[src/rtl/core/gfcm_pkg.sv]
// ----------------------------------------------------------------------------
// gfcm_pkg
// Shared types and constants of the grey false-colour map.
// ----------------------------------------------------------------------------
package gfcm_pkg;

  localparam int unsigned PIX_W      = 8;
  localparam int unsigned CFG_IDX_W  = 2;
  localparam int unsigned CFG_DATA_W = 8;
  localparam int unsigned PAL_W      = 3;

  typedef logic [PIX_W-1:0]      pix_t;
  typedef logic [CFG_IDX_W-1:0]  cfg_idx_t;
  typedef logic [CFG_DATA_W-1:0] cfg_data_t;

  // Palette codes. Codes six and seven carry no name and act as greyscale.
  typedef enum logic [PAL_W-1:0] {
    PAL_BLACK_GREY_RED  = 3'd0,
    PAL_BLUE_GREY_WHITE = 3'd1,
    PAL_BLUE_GREY_RED   = 3'd2,
    PAL_RAINBOW         = 3'd3,
    PAL_CYAN_BLACK_YEL  = 3'd4,
    PAL_GREYSCALE       = 3'd5
  } pal_e;

  localparam cfg_idx_t CFG_PALETTE = 2'd0;
  localparam cfg_idx_t CFG_INVERSE = 2'd1;

  // Load enables of the three pipeline stages.
  typedef struct packed {
    logic en1;
    logic en2;
    logic en3;
  } pipe_ctl_t;

  function automatic pix_t clamp8(input logic signed [10:0] v);
    pix_t res;
    if (v < 11'sd0) begin
      res = 8'd0;
    end else if (v > 11'sd255) begin
      res = 8'd255;
    end else begin
      res = v[7:0];
    end
    return res;
  endfunction

endpackage

[src/rtl/core/gfcm_datapath.sv]
// ----------------------------------------------------------------------------
// gfcm_datapath
// Three register stages: input capture, palette arithmetic, selection and
// clamping into the output register.
// ----------------------------------------------------------------------------
module gfcm_datapath (
  input  logic               clk,
  input  gfcm_pkg::pipe_ctl_t ctl,
  input  logic [2:0]         palette,
  input  logic               inverse_mode,
  input  gfcm_pkg::pix_t     grey_in,
  input  gfcm_pkg::pix_t     red_in,
  input  gfcm_pkg::pix_t     green_in,
  input  gfcm_pkg::pix_t     blue_in,
  output gfcm_pkg::pix_t     red_out,
  output gfcm_pkg::pix_t     green_out,
  output gfcm_pkg::pix_t     blue_out,
  output gfcm_pkg::pix_t     grey_out,
  output logic               no_inverse
);
  import gfcm_pkg::*;

  // Stage 1: captured item and mode.
  logic [2:0] s1_pal_r;
  logic       s1_inv_r;
  pix_t       s1_grey_r, s1_red_r, s1_green_r, s1_blue_r;

  // Stage 2: intermediate values.
  logic [2:0]         s2_pal_r, s2_pal_nxt;
  logic               s2_inv_r, s2_inv_nxt;
  pix_t               s2_grey_r, s2_grey_nxt;
  pix_t               s2_red_r, s2_red_nxt;
  pix_t               s2_blue_r, s2_blue_nxt;
  logic [1:0]         s2_bgr_band_r, s2_bgr_band_nxt;
  pix_t               s2_bgr_y_r, s2_bgr_y_nxt;
  logic [1:0]         s2_rbw_band_r, s2_rbw_band_nxt;
  pix_t               s2_rbw_y_r, s2_rbw_y_nxt;
  logic signed [10:0] s2_cby_d_r, s2_cby_d_nxt;
  logic signed [10:0] s2_cby_e_r, s2_cby_e_nxt;
  logic [16:0]        s2_ibgr_prod_r, s2_ibgr_prod_nxt;
  logic [14:0]        s2_irbw_n_r, s2_irbw_n_nxt;
  logic [2:0]         s2_irbw_band_r, s2_irbw_band_nxt;
  logic [16:0]        s2_icby_prod_r, s2_icby_prod_nxt;
  logic [1:0]         s2_icby_sel_r, s2_icby_sel_nxt;

  // Stage 3: output register.
  pix_t red_r, red_nxt, green_r, green_nxt, blue_r, blue_nxt, grey_r, grey_nxt;
  logic none_r, none_nxt;

  // Stage 1 helpers.
  pix_t               rem85;
  logic [13:0]        rbw_prod;
  pix_t               rbw_inv;
  logic signed [10:0] gs, ga;
  logic [1:0]         ibgr_band;
  pix_t               ibgr_y;
  pix_t               irbw_y;
  logic [8:0]         icby_x;

  always_ff @(posedge clk) begin
    if (ctl.en1) begin
      s1_pal_r   <= palette;
      s1_inv_r   <= inverse_mode;
      s1_grey_r  <= grey_in;
      s1_red_r   <= red_in;
      s1_green_r <= green_in;
      s1_blue_r  <= blue_in;
    end
  end

  always_comb begin
    s2_pal_nxt   = s1_pal_r;
    s2_inv_nxt   = s1_inv_r;
    s2_grey_nxt  = s1_grey_r;
    s2_red_nxt   = s1_red_r;
    s2_blue_nxt  = s1_blue_r;

    // Blue-grey-red: band is grey / 85, the top band holds grey 255 alone.
    if (s1_grey_r == 8'd255) begin
      s2_bgr_band_nxt = 2'd3;
      rem85           = 8'd0;
    end else if (s1_grey_r >= 8'd170) begin
      s2_bgr_band_nxt = 2'd2;
      rem85           = s1_grey_r - 8'd170;
    end else if (s1_grey_r >= 8'd85) begin
      s2_bgr_band_nxt = 2'd1;
      rem85           = s1_grey_r - 8'd85;
    end else begin
      s2_bgr_band_nxt = 2'd0;
      rem85           = s1_grey_r;
    end
    s2_bgr_y_nxt = {rem85[6:0], 1'b0} + rem85;

    // Rainbow: y = floor(255 * m / 64) with m the low six bits of 255 - grey.
    rbw_inv          = ~s1_grey_r;
    rbw_prod         = {rbw_inv[5:0], 8'd0} - {8'd0, rbw_inv[5:0]};
    s2_rbw_band_nxt  = rbw_inv[7:6];
    s2_rbw_y_nxt     = rbw_prod[13:6];

    // Cyan-black-yellow.
    gs           = $signed({3'b000, s1_grey_r}) - 11'sd128;
    ga           = (gs < 11'sd0) ? -gs : gs;
    s2_cby_d_nxt = gs * 11'sd3;
    s2_cby_e_nxt = (ga - 11'sd42) * 11'sd3;

    // Inverse blue-grey-red: 85 * (256 * band + y) + 255.
    if (s1_red_r == 8'd0) begin
      ibgr_band = 2'd0;
      ibgr_y    = ~s1_blue_r;
    end else if (s1_red_r == 8'd255) begin
      ibgr_band = 2'd2;
      ibgr_y    = ~s1_blue_r;
    end else begin
      ibgr_band = 2'd1;
      ibgr_y    = s1_blue_r;
    end
    s2_ibgr_prod_nxt = {7'd0, ibgr_band, ibgr_y} * 17'd85 + 17'd255;

    // Inverse rainbow: numerator of ceil(64 * y / 255).
    if (s1_red_r != 8'd0) begin
      if (s1_red_r == 8'd255) begin
        s2_irbw_band_nxt = 3'd0;
        irbw_y           = s1_green_r;
      end else begin
        s2_irbw_band_nxt = 3'd1;
        irbw_y           = ~s1_red_r;
      end
    end else if (s1_green_r != 8'd0) begin
      if (s1_green_r == 8'd255) begin
        s2_irbw_band_nxt = 3'd2;
        irbw_y           = s1_blue_r;
      end else begin
        s2_irbw_band_nxt = 3'd3;
        irbw_y           = ~s1_green_r;
      end
    end else begin
      s2_irbw_band_nxt = 3'd4;
      irbw_y           = 8'd255;
    end
    s2_irbw_n_nxt = {1'b0, irbw_y, 6'd0} + 15'd254;

    // Inverse cyan-black-yellow: x / 3 is taken as (x * 171) >> 9, exact below 512.
    if (s1_red_r != 8'd0) begin
      if (s1_red_r != 8'd255) begin
        s2_icby_sel_nxt = 2'd0;
        icby_x          = {1'b0, s1_red_r};
      end else begin
        s2_icby_sel_nxt = 2'd1;
        icby_x          = {1'b0, s1_green_r};
      end
    end else if (s1_blue_r != 8'd255) begin
      s2_icby_sel_nxt = 2'd2;
      icby_x          = {1'b0, s1_blue_r} + 9'd2;
    end else begin
      s2_icby_sel_nxt = 2'd3;
      icby_x          = {1'b0, s1_green_r} + 9'd2;
    end
    s2_icby_prod_nxt = {8'd0, icby_x} * 17'd171;
  end

  always_ff @(posedge clk) begin
    if (ctl.en2) begin
      s2_pal_r       <= s2_pal_nxt;
      s2_inv_r       <= s2_inv_nxt;
      s2_grey_r      <= s2_grey_nxt;
      s2_red_r       <= s2_red_nxt;
      s2_blue_r      <= s2_blue_nxt;
      s2_bgr_band_r  <= s2_bgr_band_nxt;
      s2_bgr_y_r     <= s2_bgr_y_nxt;
      s2_rbw_band_r  <= s2_rbw_band_nxt;
      s2_rbw_y_r     <= s2_rbw_y_nxt;
      s2_cby_d_r     <= s2_cby_d_nxt;
      s2_cby_e_r     <= s2_cby_e_nxt;
      s2_ibgr_prod_r <= s2_ibgr_prod_nxt;
      s2_irbw_n_r    <= s2_irbw_n_nxt;
      s2_irbw_band_r <= s2_irbw_band_nxt;
      s2_icby_prod_r <= s2_icby_prod_nxt;
      s2_icby_sel_r  <= s2_icby_sel_nxt;
    end
  end

  // Stage 2 helpers.
  pix_t       dbl, bgr_z, rbw_z, half_b;
  logic [15:0] irbw_div;
  logic [8:0] irbw_t;
  logic [6:0] icby_q;
  logic [8:0] icby_v;

  always_comb begin
    red_nxt   = 8'd0;
    green_nxt = 8'd0;
    blue_nxt  = 8'd0;
    grey_nxt  = 8'd0;
    none_nxt  = 1'b0;

    dbl    = {s2_grey_r[6:0], 1'b0};
    bgr_z  = ~s2_bgr_y_r;
    rbw_z  = ~s2_rbw_y_r;
    half_b = 8'(({1'b0, s2_blue_r} + 9'd1) >> 1);

    // n / 255 as (n + (n >> 8) + 1) >> 8, exact for the range of n here.
    irbw_div = 16'({1'b0, s2_irbw_n_r} + {9'd0, s2_irbw_n_r[14:8]} + 16'd1);
    irbw_t   = {s2_irbw_band_r, 6'd0} + {1'b0, irbw_div[15:8]};

    icby_q = s2_icby_prod_r[15:9];
    unique case (s2_icby_sel_r)
      2'd0:    icby_v = 9'd128 + {2'd0, icby_q};
      2'd1:    icby_v = 9'd170 + {2'd0, icby_q};
      2'd2:    icby_v = 9'd128 - {2'd0, icby_q};
      default: icby_v = 9'd86 - {2'd0, icby_q};
    endcase

    if (s2_inv_r) begin
      unique case (s2_pal_r)
        PAL_BLACK_GREY_RED:
          grey_nxt = (s2_red_r == 8'd255) ? 8'd255 - half_b : {1'b0, s2_red_r[7:1]};
        PAL_BLUE_GREY_WHITE:
          grey_nxt = (s2_red_r == 8'd0) ? 8'd255 - half_b : {1'b1, s2_red_r[7:1]};
        PAL_BLUE_GREY_RED:
          grey_nxt = s2_ibgr_prod_r[16] ? 8'd255 : s2_ibgr_prod_r[15:8];
        PAL_RAINBOW:
          grey_nxt = (irbw_t > 9'd255) ? 8'd0 : 8'(9'd255 - irbw_t);
        PAL_CYAN_BLACK_YEL:
          grey_nxt = clamp8($signed({2'b00, icby_v}));
        default:
          none_nxt = 1'b1;
      endcase
    end else begin
      unique case (s2_pal_r)
        PAL_BLACK_GREY_RED: begin
          // Upper half: 2 * (255 - grey) is 254 minus twice the low seven bits.
          if (s2_grey_r[7]) begin
            red_nxt   = 8'd255;
            green_nxt = 8'd254 - dbl;
            blue_nxt  = 8'd254 - dbl;
          end else begin
            red_nxt   = dbl;
            green_nxt = dbl;
            blue_nxt  = dbl;
          end
        end
        PAL_BLUE_GREY_WHITE: begin
          if (s2_grey_r[7]) begin
            red_nxt   = dbl;
            green_nxt = dbl;
            blue_nxt  = dbl;
          end else begin
            green_nxt = ~dbl;
            blue_nxt  = ~dbl;
          end
        end
        PAL_BLUE_GREY_RED: begin
          unique case (s2_bgr_band_r)
            2'd0: begin
              green_nxt = bgr_z;
              blue_nxt  = bgr_z;
            end
            2'd1: begin
              red_nxt   = s2_bgr_y_r;
              green_nxt = s2_bgr_y_r;
              blue_nxt  = s2_bgr_y_r;
            end
            2'd2: begin
              red_nxt   = 8'd255;
              green_nxt = bgr_z;
              blue_nxt  = bgr_z;
            end
            default: red_nxt = 8'd255;
          endcase
        end
        PAL_RAINBOW: begin
          unique case (s2_rbw_band_r)
            2'd0: begin
              red_nxt   = 8'd255;
              green_nxt = s2_rbw_y_r;
            end
            2'd1: begin
              red_nxt   = rbw_z;
              green_nxt = 8'd255;
            end
            2'd2: begin
              green_nxt = 8'd255;
              blue_nxt  = s2_rbw_y_r;
            end
            default: begin
              green_nxt = rbw_z;
              blue_nxt  = 8'd255;
            end
          endcase
        end
        PAL_CYAN_BLACK_YEL: begin
          red_nxt   = clamp8(s2_cby_d_r);
          green_nxt = clamp8(s2_cby_e_r);
          blue_nxt  = clamp8(-s2_cby_d_r);
        end
        default: begin
          red_nxt   = s2_grey_r;
          green_nxt = s2_grey_r;
          blue_nxt  = s2_grey_r;
        end
      endcase
    end
  end

  always_ff @(posedge clk) begin
    if (ctl.en3) begin
      red_r   <= red_nxt;
      green_r <= green_nxt;
      blue_r  <= blue_nxt;
      grey_r  <= grey_nxt;
      none_r  <= none_nxt;
    end
  end

  assign red_out    = red_r;
  assign green_out  = green_r;
  assign blue_out   = blue_r;
  assign grey_out   = grey_r;
  assign no_inverse = none_r;

endmodule

[src/rtl/core/grey_false_colour_map.sv]
// ----------------------------------------------------------------------------
// grey_false_colour_map
// Grey level to false colour through one of six palettes, and back.
// ----------------------------------------------------------------------------
// Usage:
//   The configuration channel (cfg_valid, cfg_ready, cfg_index, cfg_data)
//   writes the palette (index 0) and the direction (index 1, 1 = colour to
//   grey). It is always ready; change it only while no pixel is in flight.
//   The input channel takes one pixel per transfer: grey in forward mode,
//   red, green and blue in inverse mode. Each pixel gives exactly one
//   result on the output channel, in order.
//   A pixel passes the input capture, arithmetic and output stages in turn
//   before it reaches out_valid. Throughput is one pixel per cycle for as
//   long as out_ready stays high.
//   When the receiver stalls, the output register holds its result and the
//   stages behind it keep filling; in_ready drops once all three stages
//   hold a pixel, so nothing is dropped or repeated.
//   Synchronous reset (rst_n low) empties the pipeline and sets the palette
//   to black-grey-red in forward mode.
// ----------------------------------------------------------------------------
module grey_false_colour_map (
  input  logic                  clk,
  input  logic                  rst_n,
  input  logic                  cfg_valid,
  output logic                  cfg_ready,
  input  gfcm_pkg::cfg_idx_t    cfg_index,
  input  gfcm_pkg::cfg_data_t   cfg_data,
  input  logic                  in_valid,
  output logic                  in_ready,
  input  gfcm_pkg::pix_t        in_grey_in,
  input  gfcm_pkg::pix_t        in_red_in,
  input  gfcm_pkg::pix_t        in_green_in,
  input  gfcm_pkg::pix_t        in_blue_in,
  output logic                  out_valid,
  input  logic                  out_ready,
  output gfcm_pkg::pix_t        out_red_out,
  output gfcm_pkg::pix_t        out_green_out,
  output gfcm_pkg::pix_t        out_blue_out,
  output gfcm_pkg::pix_t        out_grey_out,
  output logic                  out_no_inverse
);
  import gfcm_pkg::*;

  logic [PAL_W-1:0] palette_r, palette_nxt;
  logic             inverse_r, inverse_nxt;
  logic             v1_r, v1_nxt, v2_r, v2_nxt, v3_r, v3_nxt;
  pipe_ctl_t        ctl;

  assign cfg_ready = 1'b1;

  always_comb begin
    palette_nxt = palette_r;
    inverse_nxt = inverse_r;
    if (cfg_valid) begin
      if (cfg_index == CFG_PALETTE) begin
        palette_nxt = cfg_data[PAL_W-1:0];
      end else if (cfg_index == CFG_INVERSE) begin
        inverse_nxt = cfg_data[0];
      end
    end
  end

  // A stage loads when it is empty or when the stage after it moves on.
  always_comb begin
    ctl.en3 = !v3_r || out_ready;
    ctl.en2 = !v2_r || ctl.en3;
    ctl.en1 = !v1_r || ctl.en2;
    v1_nxt  = ctl.en1 ? in_valid : v1_r;
    v2_nxt  = ctl.en2 ? v1_r : v2_r;
    v3_nxt  = ctl.en3 ? v2_r : v3_r;
  end

  always_ff @(posedge clk) begin
    if (!rst_n) begin
      palette_r <= PAL_BLACK_GREY_RED;
      inverse_r <= 1'b0;
      v1_r      <= 1'b0;
      v2_r      <= 1'b0;
      v3_r      <= 1'b0;
    end else begin
      palette_r <= palette_nxt;
      inverse_r <= inverse_nxt;
      v1_r      <= v1_nxt;
      v2_r      <= v2_nxt;
      v3_r      <= v3_nxt;
    end
  end

  assign in_ready  = ctl.en1;
  assign out_valid = v3_r;

  gfcm_datapath u_datapath (
    .clk          (clk),
    .ctl          (ctl),
    .palette      (palette_r),
    .inverse_mode (inverse_r),
    .grey_in      (in_grey_in),
    .red_in       (in_red_in),
    .green_in     (in_green_in),
    .blue_in      (in_blue_in),
    .red_out      (out_red_out),
    .green_out    (out_green_out),
    .blue_out     (out_blue_out),
    .grey_out     (out_grey_out),
    .no_inverse   (out_no_inverse)
  );

endmodule

[config.mk]
export PLATFORM = sky130hd
export DESIGN_NAME = grey_false_colour_map
export DESIGN_NICKNAME = d
export VERILOG_FILES = /design/src/rtl/core/gfcm_pkg.sv /design/src/rtl/core/gfcm_datapath.sv /design/src/rtl/core/grey_false_colour_map.sv
export SDC_FILE = /design/constraint.sdc
export NUM_CORES = 1
export LEC_CHECK = 0
export ABC_AREA = 1
export ABC_CLOCK_PERIOD_IN_PS = 6180
export BUFFER_PORTS_ARGS = -buffer_cell sky130_fd_sc_hd__buf_2
export CAP_MARGIN = 30
export CORE_UTILIZATION = 55
export DETAILED_ROUTE_END_ITERATION = 12
export PLACE_DENSITY_LB_ADDON = 0.08
export SYNTH_ARGS = -nofsm -noshare
export SYNTH_HDL_FRONTEND = slang
export SYNTH_HIERARCHICAL = 1
export SYNTH_SLANG_ARGS = --single-unit
export TNS_END_PERCENT = 10
[constraint.sdc]
create_clock -name clk -period 6.18 [get_ports clk]
set_input_delay 1.545 -clock clk [delete_from_list [all_inputs] [get_ports clk]]
set_output_delay 1.545 -clock clk [all_outputs]
set_load 0.02 [all_outputs]
==> flow_summary.yaml, run 1 <==
setup_path:
  crit_type: "flop to flop"
  critPathMaxFanout: 9
  start_kind: "flop"
  required_ns: 6.36
  cp-end-kind: "flop"
  worstPathArrival_ns: 5.62
route:
  routed_via_density: 5.44
  drt_iter0_markers: 800
  drt_pass1_iterations: 5
  wire_per_inst_um: 16.4
  vias: 11700
  drcViolationCount: 0
  routed_wl_um: 35200
  final_antenna_net_count: 0
synth:
  ys_warn_count: 6
  ys_types: 67
  ys_seq_elements: 174
  synthTopCellsByArea: "edfxtp_1 (34%), ha_1 (15%), nand2_1 (9.0%)"
  ys_async_sr_fraction_pct: 0
  synth_nets: 1970
  synth_edf_count: 167
  yosys_most_used_dff: "edfxtp_1"
  synth_top_area_share_pct: 34.5
  seq_area_frac_synth_pct: 35.5
  post-synth-top-count-cell: "nand2_1"
  syn_avg_cell_area_um2: 8.45
  syn_area_um2: 14500
  ys_top_cells_by_count: "nand2_1 (350), inv_1 (261), ha_1 (171)"
  synthCells: 1721
  synth_top_cell_by_area: "edfxtp_1"
power_and_ir_drop:
  p_leak_nw: 7.80
  powerDensity_nw_per_um2: 282
  ir_worst_vdd_mv: 0.172
  fin_total_pwr_mw: 4.48
clock_network:
  clkSinkCount: 174
  max-clock-path-buffers: 2
  post_cts_buffers: 0
  insertion_delay_ns: 0.44
  post_cts_resized: 0
  cts_buffers: 17
  cts.reportedPaths.clkPinSlew_ns: 0.08
  cts-hold-fix-buffers: 0
  htreeDepth: 4
  tritoncts: "yes"
  cts_root_buffer: "clkbuf_16"
layout:
  n_antenna_cell: 0
  regArea_um2: 5150
  design_area_um2: 15900
  syn_to_final_growth_pct: 9.44
  fillCellCount: 2377
  layout-drive-gt1-share_pct: 10.3
  multiInputGateArea_um2: 8240
  final_cells: 2152
  nNetsFinal: 2053
run_status:
  status: "complete, no violations"
place:
  dp_hpwl_um: 28300
  place_ws_ns: 0.763
  postPlaceCellArea_um2: 15300
  port_buffers: 76
  dp.cells: 2120
  place_congestion: 0.965
global_route:
  grtUsageTotal_pct: 27.0
  gr-total-overflow: 0
  grt_pass1_wl_um: 55900
  grt_max_degree: 55
  grt_antenna_before_repair: 0
  grt_pass1_vias: 11200
job:
  maxCapViolations: 0
min_path:
  hold_path_class: "flop to flop"
timing:
  fin_ws_ns: 0.746
  finalSetupViolations: 0
  period_minus_slack_ns: 5.43
  slew_violations: 0
  max_freq_mhz: 184
  finClkSkew_ns: 0.0255
  slew_headroom_pct: 40.7
  rsz0062_at_grt: "false"
  fin_crit_sh_pct: 87.9
  worstMarginPinSlew_ns: 0.887
  final.setup.tns_ns: 0
  hold_viol_final: 0
floorplanning:
  coreArea_um2: 26000
  dieArea_um2: 27100
  io_pins: 83
  die_w_um: 165
  initial_utilization_pct: 56.0
  num_rows: 59
  die-height_um: 165
==> logic make-up (layout without fill, tap and decap cells) <==
family | after synthesis | in the layout | synth area share (%)
adder cells (fa/ha/maj) | 202 | 202 | 19.0
other | 1 | 1 | 0.0258
XOR/XNOR | 74 | 74 | 4.51
flip-flops | 174 | 174 | 35.4
AND/OR/NAND/NOR | 679 | 679 | 21.2
buffers and inverters | 296 | 392 | 7.94
AO/OA/AOI/OAI | 295 | 295 | 11.9
==> per-layer routing <==
metal  share of wire [%]  vias to the layer above  GRT usage [%]
met1                  43                     5369           32.0
met4                 4.7                        0           14.1
met3                 3.3                       89           3.34
li1                    -                     5958              -
met2                  49                      293           47.7
met5                   0                        -              0
==> through the flow <==
stage	hold slack [ns]	util [%]
floorplan	0.400	-
global placement	0.404	58.9
detailed placement	0.414	58.9
CTS	0.411	61.2
global route	0.418	61.2
finish	0.413	61.2
==> area by class of cell <==
type | instances | area share (%)
Timing Repair Buffer | 85 | 2.81
Clock buffer | 18 | 2.76
Multi-Input combinational cell | 1251 | 51.8
Sequential cell | 174 | 32.4
Tap cell | 335 | 2.63
Clock inverter | 14 | 1.06
Inverter | 275 | 6.53
==> layout by cell type (no fill, tap or decap), types with 6 or more instances in the layout <==
master     netlist  final
o22ai_1         13     13
inv_2            8      8
edfxtp_1       167    167
nand2_2         16     16
a211oi_1         9      9
buf_4            2      9
buf_2            4     76
nand4_1         26     26
fa_1            31     31
clkbuf_16        0     17
nor2_1         130    130
dfxtp_1          7      7
o21ai_0         97     97
inv_1          261    261
o21ai_2          6      6
nor2_4           8      8
o21bai_1        10     10
o21ai_1          6      6
xnor2_1          8      8
o211ai_1         8      8
ha_1           171    171
a21oi_1        105    105
a221oi_1        12     12
nand3_1         94     93
nor3_1          16     16
nand2_1        350    350
xor2_1          65     65
==> state kept, by name, summed over array words and instances (netlist names), 9 cells and up <==
register                   cells
u_datapath/s2_ibgr_prod_r      9
u_datapath/s2_cby_e_r         10
u_datapath/s2_cby_d_r         10
u_datapath/s2_irbw_n_r         9
==> power by group <==
group          internal, mW  switching [mW]  total, mW
combinational         0.614            1.08       1.70
sequential             1.55           0.138       1.68
clock                 0.592           0.509       1.10
==> final timing paths <==
check                                             start                             to  slack (ns)  cells past startpoint
worst max-delay path            u_datapath/s1_blue_r[1]  u_datapath/s2_icby_prod_r[14]        0.75                     27
worst min-delay path             u_datapath/s1_pal_r[0]         u_datapath/s2_pal_r[0]        0.41                      0
worst max register to register  u_datapath/s1_blue_r[1]  u_datapath/s2_icby_prod_r[14]        0.75                     27
worst min register to register   u_datapath/s1_pal_r[0]         u_datapath/s2_pal_r[0]        0.41                      0
==> critical path, cell delays in order, from the launching register on <==
cell      delay, ns
edfxtp_1       0.52
ha_1           0.20
nand2_1        0.08
nor2_4         0.14
nand2_4        0.12
o21ai_1        0.16
inv_2          0.07
ha_1           0.24
inv_1          0.09
nand2_1        0.06
nand3_1        0.08
o211ai_1       0.20
ha_1           0.31
ha_1           0.33
inv_1          0.05
nand2_1        0.06
nand2_1        0.07
fa_1           0.51
inv_1          0.06
fa_1           0.55
inv_1          0.05
ha_1           0.34
a21oi_1        0.19
o21ai_0        0.16
a221oi_1       0.34
nand2_1        0.09
nand2_1        0.06
nand2_1        0.05
Power figures use the tool's default switching activity.
==> run 2: changes to the inputs <==
--- a/config.mk
+++ b/config.mk
@@ -6,7 +6,7 @@
 export NUM_CORES = 1
 export LEC_CHECK = 0
 export ABC_AREA = 1
-export ABC_CLOCK_PERIOD_IN_PS = 6180
+export ABC_CLOCK_PERIOD_IN_PS = 6700
 export BUFFER_PORTS_ARGS = -buffer_cell sky130_fd_sc_hd__buf_2
 export CAP_MARGIN = 30
 export CORE_UTILIZATION = 55
==> constraint.sdc (replaced) <==
create_clock -name clk -period 6.7 [get_ports clk]
set_input_delay 1.675 -clock clk [delete_from_list [all_inputs] [get_ports clk]]
set_output_delay 1.675 -clock clk [all_outputs]
set_load 0.02 [all_outputs]
==> run 2 against run 1 <==
Hold slack better by 0.012 ns; worst setup slack better by 0.43 ns; die area unchanged; maximum frequency down 1.7%; critical endpoint is now u_datapath/s2_icby_prod_r[15]; sequential share of layout area up 0.12 points; global-route usage down 0.40 points; clock skew down 0.012 ns; critical path depth down 4; clock power down 12%; first-iteration DRC count up 13%; cell area down 0.37%.
==> flow_summary.yaml, run 2 (synthesized netlist as in run 1, its figures left out) <==
timing:
  slew_headroom_pct: 46.6
  finalSetupViolations: 0
  hold_viol_final: 0
  max_freq_mhz: 181
  final.setup.tns_ns: 0
  period_minus_slack_ns: 5.53
  rsz0062_at_grt: "false"
  fin_crit_sh_pct: 82.5
  slew_violations: 0
  hold-worst-slack_ns: 0.425
  worstMarginPinSlew_ns: 0.791
  finClkSkew_ns: 0.0133
clock_network:
  cts_buffers: 17
  max-clock-path-buffers: 2
  cts.reportedPaths.clkPinSlew_ns: 0.08
  tritoncts: "yes"
  cts_root_buffer: "clkbuf_16"
  htreeDepth: 4
  insertion_delay_ns: 0.44
  clkSinkCount: 174
  post_cts_resized: 0
  post_cts_buffers: 0
  cts-hold-fix-buffers: 0
global_route:
  grt_antenna_before_repair: 0
  grt_pass1_wl_um: 55400
  grt_max_degree: 57
  grtUsageTotal_pct: 26.6
  grt_pass1_vias: 11300
  gr-total-overflow: 0
place:
  place_congestion: 0.942
  dp_hpwl_um: 27700
  port_buffers: 76
  dp.cells: 2116
layout:
  post-route-util_pct: 61.0
  final_cell_mix: "nand2_1 (350), inv_1 (261), ha_1 (171)"
  n_antenna_cell: 0
  layout_commonest_cell: "nand2_1"
  syn_to_final_growth_pct: 9.03
  reg_top3: "u_datapath/s2_cby_d_r (10), u_datapath/s2_cby_e_r (10)"
  final_cells: 2148
  layout-drive-gt1-share_pct: 10.1
  nNetsFinal: 2049
floorplanning:
  io_pins: 83
  coreArea_um2: 26000
  die_w_um: 165
  initial_utilization_pct: 56.0
  dieArea_um2: 27100
  die-height_um: 165
  num_rows: 59
setup_path:
  cpMaxStageDelayCell: "edfxtp_1"
  cpLargestDelayFamily: "adder cells"
  cp.buffers_inverters: 5
  slowest_delay_ns: 0.60
  path_common_cell: "nand2_1"
  start_kind: "flop"
  crit_type: "flop to flop"
  cp-end-kind: "flop"
  critPathMaxFanout: 9
  path_cells: "clkinv_1 -> nor2_4 -> nand2_4 -> o21ai_1 -> inv_2 -> ha_1 -> inv_1 -> nand2_1 -> nand3_1 -> o211ai_1 -> ha_1 -> fa_1 -> fa_1 -> inv_1 -> fa_1 -> inv_1 -> ha_1 -> a21oi_1 -> o21ai_0 -> a221oi_1 -> nand2_1 -> nand2_1 -> nand2_1"
  required_ns: 6.89
  worstPathArrival_ns: 5.72
power_and_ir_drop:
  fin_total_pwr_mw: 4.08
  ir_worst_vdd_mv: 0.154
  p_leak_nw: 7.77
  powerDensity_nw_per_um2: 257
route:
  drt_pass1_iterations: 7
  vias: 11700
  drcViolationCount: 0
  routed_via_density: 5.46
  routed_wl_um: 34600
  drt_iter0_markers: 903
  final_antenna_net_count: 0
  wire_per_inst_um: 16.1
job:
  maxCapViolations: 0
min_path:
  hold_path_class: "flop to flop"
run_status:
  status: "complete, no violations"
[run 2: per-layer routing]
| layer | global-route usage [%] | part of all wire, % |
|---|---|---|
| met1 | 31.4 | 42 |
| met2 | 47.2 | 49 |
| met3 | 3.94 | 4.2 |
| met4 | 12.6 | 4.5 |
| met5 | 0 | 0 |
[run 2: cell type report]
class	count	area (µm²)
well taps	335	419
multi-input cells	1251	8240
clock buffers	18	439
flip-flops and latches	174	5150
fillers	2379	10100
clock inverters	14	140
inverters	275	1040
repair buffers	81	418
[run 2: metrics by stage]
stage,setup WS (ns),area [µm²]
CTS,1.20,15900
floorplan,1.57,14500
global placement,1.27,15300
detailed placement,1.24,15300
finish,1.17,15900
global route,0.782,15900
[run 2: worst paths after layout]
check                                from                            end  slack (ns)  depth (start not counted)
setup / recovery  u_datapath/s1_blue_r[3]  u_datapath/s2_icby_prod_r[15]        1.17                         23
hold / removal        u_datapath/s1_inv_r            u_datapath/s2_inv_r        0.42                          0
setup reg to reg  u_datapath/s1_blue_r[3]  u_datapath/s2_icby_prod_r[15]        1.17                         23
hold reg to reg       u_datapath/s1_inv_r            u_datapath/s2_inv_r        0.42                          0
[run 2: where the power goes]
part | switching [mW] | leakage [nW] | internal, mW
Combinational | 0.987 | 5.63 | 0.562
Clock | 0.466 | 0.281 | 0.507
Sequential | 0.131 | 1.86 | 1.43
==> run 3: changes to the inputs <==
--- a/config.mk
+++ b/config.mk
@@ -6,7 +6,7 @@
 export NUM_CORES = 1
 export LEC_CHECK = 0
 export ABC_AREA = 1
-export ABC_CLOCK_PERIOD_IN_PS = 6700
+export ABC_CLOCK_PERIOD_IN_PS = 5350
 export BUFFER_PORTS_ARGS = -buffer_cell sky130_fd_sc_hd__buf_2
 export CAP_MARGIN = 30
 export CORE_UTILIZATION = 55
==> constraint.sdc (replaced) <==
create_clock -name clk -period 5.35 [get_ports clk]
set_input_delay 1.3375 -clock clk [delete_from_list [all_inputs] [get_ports clk]]
set_output_delay 1.3375 -clock clk [all_outputs]
set_load 0.02 [all_outputs]
==> run 3 against run 2 <==
Worst setup slack lost 0.88 ns; first-iteration DRC count shrank 18%; global-route usage shrank 0.14 points; register-to-register slack lost 0.88 ns; non-clock buffer count grew 13; wire length is essentially flat; sequential cell count is the same; total power grew 27%; clock power grew 31%; via count grew 0.43%; critical endpoint unchanged.
==> flow_summary.yaml, run 3 (synthesized netlist as in run 1, its figures left out) <==
power_and_ir_drop:
  powerDensity_nw_per_um2: 324
  ir_worst_vdd_mv: 0.176
  p_sw_mw: 1.96
  p_leak_nw: 7.84
  seqPwrFrac_pct: 37.5
  fin_total_pwr_mw: 5.17
  swShare_pct: 37.9
  p_clk_share_pct: 24.6
  p_int_mw: 3.21
  comb_power_share_pct: 37.8
layout:
  reg_top3: "u_datapath/s2_cby_d_r (10), u_datapath/s2_cby_e_r (10)"
  final_cell_mix: "nand2_1 (350), inv_1 (261), ha_1 (171)"
  final_cells: 2161
  layout_commonest_cell: "nand2_1"
  design_area_um2: 16000
  syn_to_final_growth_pct: 9.95
  fillCellCount: 2342
  layout-drive-gt1-share_pct: 10.9
  n_antenna_cell: 0
  post-route-util_pct: 61.5
  nNetsFinal: 2062
min_path:
  hold_depth: 0
  hold_end: "u_datapath/s2_pal_r[0]"
  hold_path_class: "flop to flop"
  hold_start: "u_datapath/s1_pal_r[0]"
clock_network:
  cts_buffers: 17
  cts_root_buffer: "clkbuf_16"
  clkSinkCount: 174
  tritoncts: "yes"
  cts-hold-fix-buffers: 0
  htreeDepth: 4
  insertion_delay_ns: 0.43
  max-clock-path-buffers: 2
  cts.reportedPaths.clkPinSlew_ns: 0.08
global_route:
  grtUsageMet3_pct: 2.89
  grt_pass1_vias: 11200
  top_usage_layer: "met2"
  grt_util_met1_pct: 31.7
  grt_pass1_wl_um: 55500
  gr-total-overflow: 0
  grt_util_met2_pct: 48.0
  grtUsageTotal_pct: 26.4
  grt_max_degree: 55
  grt_antenna_before_repair: 0
setup_path:
  slowest_delay_ns: 0.55
  worstPathArrival_ns: 5.24
  required_ns: 5.53
  cp-end-kind: "flop"
  crit_type: "flop to flop"
  path_common_cell: "nand2_1"
  critPathMaxFanout: 9
  worstReg2RegEnd: "u_datapath/s2_icby_prod_r[15]"
  ff2ff_setup_slack_ns: 0.29
  cpMaxStageDelayCell: "fa_1"
  start_kind: "flop"
  cpLargestDelayFamily: "adder cells"
  path_cells: "ha_1 -> nand2_1 -> nor2_4 -> nand2_4 -> o21ai_2 -> inv_2 -> ha_1 -> inv_1 -> nand2_1 -> nand3_1 -> o211ai_1 -> ha_1 -> fa_1 -> fa_1 -> inv_1 -> fa_1 -> inv_1 -> ha_1 -> a21oi_2 -> o21ai_0 -> a221oi_1 -> nand2_1 -> nand2_1 -> nand2_1"
  worst_r2r_path_depth: 24
  timing.rr.start: "u_datapath/s1_blue_r[0]"
  cp.buffers_inverters: 4
route:
  routed_via_density: 5.45
  drt_iter0_markers: 744
  drcViolationCount: 0
  final_antenna_net_count: 0
  drt_pass1_iterations: 7
  routed_wl_um: 34600
  wire_per_inst_um: 16.0
  vias: 11800
floorplanning:
  die_w_um: 165
  initial_utilization_pct: 56.0
  dieArea_um2: 27100
  die-height_um: 165
  coreArea_um2: 26000
  io_pins: 83
  num_rows: 59
job:
  maxCapViolations: 0
place:
  dp_hpwl_um: 27900
  postPlaceCellArea_um2: 15400
  place_ws_ns: 0.232
  place_congestion: 0.980
  port_buffers: 76
  dp.cells: 2127
run_status:
  status: "complete, no violations"
timing:
  final.setup.tns_ns: 0
  fin_crit_sh_pct: 94.6
  slew_violations: 0
  rsz0062_at_grt: "true"
  worstMarginPinSlew_ns: 0.933
  hold-worst-slack_ns: 0.422
  period_minus_slack_ns: 5.06
  slew_headroom_pct: 37.6
  finClkSkew_ns: 0.0156
  finalSetupViolations: 0
  fin_ws_ns: 0.289
  max_freq_mhz: 198
  hold_viol_final: 0
run 3: changes by cell type in the layout (fill, tap and decap cells not counted), sizes merged:
cell    delta
bufinv     +2
clkbuf     +1
buf       +13
clkinv     +4
inv        -7
run 3: power by group through the flow:
| stage | registers [mW] | logic [mW] | clock network [mW] |
|---|---|---|---|
| 2_1_floorplan | 1.97 | 1.41 | 0 |
| 3_3_place_gp | 1.97 | 1.91 | 0 |
| 3_5_place_dp | 1.97 | 1.93 | 0 |
| 4_1_cts | 1.94 | 1.95 | 1.30 |
| 5_1_grt | 1.97 | 2.24 | 1.35 |
| 6_report | 1.94 | 1.96 | 1.27 |
run 3: what timing repair did:
item,4_1_cts,5_1_grt
endpoints found under the hold margin,0,0
endpoints found under the setup margin,0,2
gates resized for setup,0,3
setup buffers,0,2
run 3: worst max path at each step:
stage,startpoint,end,slack [ns],cells after the start
6_report,u_datapath/s1_blue_r[0],u_datapath/s2_icby_prod_r[15],0.29,24
5_1_grt,u_datapath/s1_blue_r[0],u_datapath/s2_icby_prod_r[15],-0.02,24
4_1_cts,u_datapath/s1_blue_r[7],u_datapath/s2_icby_prod_r[15],0.21,23
3_5_place_dp,u_datapath/s1_blue_r[7],u_datapath/s2_icby_prod_r[15],0.23,23
3_3_place_gp,u_datapath/s1_blue_r[6],u_datapath/s2_icby_prod_r[15],0.26,23
2_1_floorplan,u_datapath/s1_blue_r[1],u_datapath/s2_icby_prod_r[15],0.40,24
run 3: final cells by class:
class                      count  area [µm²]  share of cell area (%)
sequential                   174        5150                    32.2
multi-input combinational   1251        8260                    51.7
tap                          335         419                    2.62
inverter                     275        1040                    6.50
timing repair buffer          94         515                    3.22
clock inverter                13         158                   0.986
clock buffer                  19         443                    2.77
run 3: layer usage:
metal	wire, µm	share of wire, %	up-vias
met3	1200	3.5	71
met5	0	0	-
li1	-	-	5977
met2	17400	50	318
met4	1080	3.1	0
met1	14900	43	5419
